<file path="config.mk">
export PLATFORM = sky130hd
export DESIGN_NAME = gdfs_nbr
export DESIGN_NICKNAME = d
export VERILOG_FILES = /design/src/sv/gdfs_pkg.sv /design/src/sv/gdfs_nbr.sv
export SDC_FILE = /design/constraint.sdc
export NUM_CORES = 1
export LEC_CHECK = 0
export BUFFER_PORTS_ARGS = -buffer_cell sky130_fd_sc_hd__buf_2
export CORE_MARGIN = 4
export CORE_UTILIZATION = 45
export DETAILED_ROUTE_END_ITERATION = 8
export PLACE_DENSITY = 0.76
export SLEW_MARGIN = 5
export SYNTH_ARGS = -nofsm -noshare
export SYNTH_HDL_FRONTEND = slang
export SYNTH_SLANG_ARGS = --single-unit
</file>
<file path="constraint.sdc">
create_clock -name vclk -period 4.3
set_input_delay 0.43 -clock vclk [all_inputs]
set_output_delay 0.43 -clock vclk [all_outputs]
set_load 0.02 [all_outputs]
</file>
<file path="src/sv/gdfs_pkg.sv">
`timescale 1ns / 1ps
// ----------------------------------------------------------------------------
// gdfs_pkg: shared definitions for the grid DFS explore step
// Grid and stack sizes, direction tables, result codes and sequencer states.
// ----------------------------------------------------------------------------
package gdfs_pkg;

  localparam int GRID_COLS   = 64;
  localparam int GRID_ROWS   = 64;
  localparam int STACK_DEPTH = 4096;

  localparam int COORD_W = 6;
  localparam int MASK_W  = 8;
  localparam int DIR_W   = 3;
  localparam int DCNT_W  = DIR_W + 1;

  localparam int VIS_DEPTH = GRID_COLS * GRID_ROWS;
  localparam int VIS_AW    = $clog2(VIS_DEPTH);
  localparam int STK_AW    = $clog2(STACK_DEPTH);
  localparam int CNT_W     = $clog2(STACK_DEPTH + 1);

  typedef enum logic [1:0] {
    MK_ADVANCE   = 2'd0,
    MK_BACKTRACK = 2'd1,
    MK_STUCK     = 2'd2
  } move_kind_t;

  typedef enum logic [2:0] {
    ST_CLEAR,
    ST_IDLE,
    ST_SCAN,
    ST_POP_RD,
    ST_POP_WAIT,
    ST_DONE
  } state_t;

  // Neighbor lookup result: inside the grid, and its visited-map address
  typedef struct packed {
    logic              ok;
    logic [VIS_AW-1:0] addr;
  } nbr_info_t;

  // Priority order of the eight directions
  function automatic logic signed [1:0] dir_dx(input logic [DIR_W-1:0] d);
    logic signed [1:0] v;
    case (d)
      3'd0:    v = 2'sd1;
      3'd1:    v = 2'sd1;
      3'd2:    v = 2'sd0;
      3'd3:    v = 2'sd1;
      3'd4:    v = 2'sd0;
      3'd5:    v = -2'sd1;
      3'd6:    v = -2'sd1;
      3'd7:    v = -2'sd1;
      default: v = 2'sd0;
    endcase
    return v;
  endfunction

  function automatic logic signed [1:0] dir_dy(input logic [DIR_W-1:0] d);
    logic signed [1:0] v;
    case (d)
      3'd0:    v = 2'sd1;
      3'd1:    v = 2'sd0;
      3'd2:    v = 2'sd1;
      3'd3:    v = -2'sd1;
      3'd4:    v = -2'sd1;
      3'd5:    v = 2'sd1;
      3'd6:    v = 2'sd0;
      3'd7:    v = -2'sd1;
      default: v = 2'sd0;
    endcase
    return v;
  endfunction

endpackage

</file>
<file path="src/sv/gdfs_nbr.sv">
`timescale 1ns / 1ps
// ----------------------------------------------------------------------------
// gdfs_nbr: neighbor cell lookup
// Offset the current cell by one direction, bound-check it against the grid
// and form its visited-map address (row-major).
// ----------------------------------------------------------------------------
module gdfs_nbr (
  input  logic [gdfs_pkg::COORD_W-1:0] col,
  input  logic [gdfs_pkg::COORD_W-1:0] row,
  input  logic [gdfs_pkg::DIR_W-1:0]   dir,
  output gdfs_pkg::nbr_info_t          info
);

  logic signed [1:0] dx;
  logic signed [1:0] dy;
  logic signed [7:0] nc;
  logic signed [7:0] nr;
  logic              col_ok;
  logic              row_ok;

  always_comb begin
    dx = gdfs_pkg::dir_dx(dir);
    dy = gdfs_pkg::dir_dy(dir);
    nc = signed'({2'b00, col}) + {{6{dx[1]}}, dx};
    nr = signed'({2'b00, row}) + {{6{dy[1]}}, dy};
    // negative coordinates show up in the sign bit
    col_ok = !nc[7] && (int'(nc[6:0]) < gdfs_pkg::GRID_COLS);
    row_ok = !nr[7] && (int'(nr[6:0]) < gdfs_pkg::GRID_ROWS);
    info.ok   = col_ok && row_ok;
    info.addr = gdfs_pkg::VIS_AW'(gdfs_pkg::VIS_AW'(nr[6:0])
                * gdfs_pkg::VIS_AW'(gdfs_pkg::GRID_COLS))
                + gdfs_pkg::VIS_AW'(nc[6:0]);
  end

endmodule

</file>
==> reports/metrics.yaml <==
run_status:
  status: "finished, final reports clean"
pwr:
  switching_share_pct: 57.35
  p_int_w: 0.00007333
  leakage_nw: 0.4624
  power.density_nw_per_um2: 206.0
  seqPwrFrac_pct: 0
  power_w: 0.0001720
  share_comb_of_total_power_pct: 100.0
  p_switching_w: 0.00009862
  irDropWorstVdd_v: 0.0001191
  p_clk_share_pct: 0
critical_path:
  worstSetupStartpointType: "primary input"
  path_cells: "buf_2 -> inv_1 -> ha_1 -> mux2i_1 -> ha_1 -> a21oi_1 -> nand2_1 -> a31o_1 -> a2111o_1 -> a311oi_2 -> buf_2"
  crit_buf_inv: 3
  arrival_ns: 3.34
  cp_data_required_time_ns: 3.87
  end_kind: "output port"
  max_stage_delay_ns: 0.68
  path_class: "in -> out"
  path_delay_family: "compound AO/OA/AOI/OAI gates"
  crit_slowest_cell: "mux2i_1"
  cp_max_fo: 11
global_route:
  grt_util_all_layers_pct: 12.54
  antenna_found_initial: 0
  grt_max_degree: 12
  grt_pass1_wl_um: 2166
  gr-total-overflow: 0
  grt_pass1_vias: 575
logic_synthesis:
  synthDistinctLibCells: 27
  syn-cell-area_um2: 665.6
  yosysSeqAreaShare_pct: 0
  yosys_warnings: 0
  postSynthCellCount: 84
  synth.avg_cell_area_um2: 7.924
  syn_nets: 116
sta:
  worst_pin_slew_ns: 0.8572
  min_period_ns: 3.768
  relSlewSlack_pct: 41.22
  fmax_mhz: 265.4
  final_hold_viol_count: 0
  rsz0062_at_grt: "no"
  whs_ns: 1.176
  fin_crit_sh_pct: 87.64
  drv_slew: 0
  fin_setup_tns_ns: 0
  fin_ws_ns: 0.5316
  setup_viol: 0
placement:
  place_inst: 128
  place_ws_ns: 0.5134
  gp_congestion: 0.7559
  dp_hpwl_um: 1180
  io_buffers: 28
layout:
  multi_input_area_um2: 623.1
  final_common_cell: "buf_2"
  final_cells: 128
  nFlopsAndLatches: 0
  ff_latch_area_um2: 0
  final_cell_mix: "buf_2 (28), ha_1 (16), inv_1 (10), xnor2_1 (10), nor2_1 (7)"
  antenna_cells: 0
  num-clock-buffers: 0
  fill_cells: 127
  areaGrowthSynthToFinish_pct: 25.38
  drive_above_1_share_pct: 29.20
  num-nets-final: 147
clock_network:
  holdBufCountCts: 0
  postCtsSetupRepairBufs: 0
  cts_resized: 0
drt:
  wl_per_cell_um: 10.12
  drt-pass1-iter-count: 4
  drc: 0
  viasPerCell: 4.859
  drt_iter0_drc: 4
  ant_nets: 0
  vias: 622
  wl_um: 1295
floorplan:
  num_io_pins: 28
  die_y_um: 46.46
  row_count: 13
  dieArea_um2: 2159
  core_um2: 1350
  initial_utilization_pct: 49.30
  die_w_um: 46.46
job:
  cap_viol_max_count: 0
min_path:
  min_path_type: "in -> out"
## path summary, 6_finish.rpt
path	startpoint	slack [ns]	end	cells past startpoint
worst max-delay path	dir[0]	0.53	info[12]	11
worst min-delay path	col[5]	1.18	info[5]	3
## metrics by stage
stage | utilization (%) | cell area (µm²)
after floorplan | - | 665.6
after global placement | 61.82 | 834.6
after detailed placement | 61.82 | 834.6
after CTS | 61.82 | 834.6
after global routing | 61.82 | 834.6
final | 61.82 | 834.6
## synthesized netlist by cell type
library cell / count / area (µm²)
and4_1: 1 / 8.760
nor3_1: 2 / 10.01
a311oi_2: 1 / 15.01
nand3_1: 5 / 25.02
a31o_1: 1 / 8.760
o21ba_2: 1 / 10.01
buf_2: 1 / 5.000
a21boi_0: 1 / 7.510
xnor2_1: 10 / 87.58
a2111o_1: 1 / 11.26
nand3b_1: 2 / 15.01
a21oi_1: 4 / 20.02
ha_1: 16 / 200.2
o21ai_0: 1 / 5.000
nor2_1: 7 / 26.28
a21o_1: 1 / 7.510
fa_1: 1 / 20.02
or3_1: 1 / 6.260
o21a_1: 1 / 7.510
xor2_1: 2 / 17.52
nor2b_1: 1 / 6.260
nand4_1: 1 / 6.260
inv_1: 10 / 37.54
nand2b_1: 1 / 6.260
mux2i_1: 5 / 50.05
xnor3_4: 1 / 26.28
nand2_1: 5 / 18.77
## kinds of logic after synthesis
kind of cell    Yosys count  synth area share [%]
simple gates             26                 19.36
fa+ha+maj                17                 33.08
xor+xnor                 13                 19.74
compound gates           12                 13.91
buf+inv                  11                 6.391
mux                       5                 7.519
## area by class of cell
class	count	share of cell area, %
Timing Repair Buffer	30	18.59
Multi-Input combinational cell	73	74.66
Tap cell	15	2.249
Inverter	10	4.498
## power by group through the flow
stage	Combinational, W	Sequential [W]	Clock (W)
after floorplan	0.000127	0	0
after global placement	0.000171	0	0
after detailed placement	0.000174	0	0
after CTS	0.000174	0	0
after global routing	0.000190	0	0
final	0.000172	0	0
## metal layers
| metal | vias to the layer above | track usage (%) | part of all wire (%) |
|---|---|---|---|
| met1 | 260 | 16.70 | 48 |
| met2 | 11 | 23.63 | 48 |
| met5 | - | 0 | 0 |
| met3 | 0 | 0 | 4.3 |
| li1 | 351 | - | - |
| met4 | 0 | 0 | 0 |
Note: power is estimated with default switching activity, not from simulation.
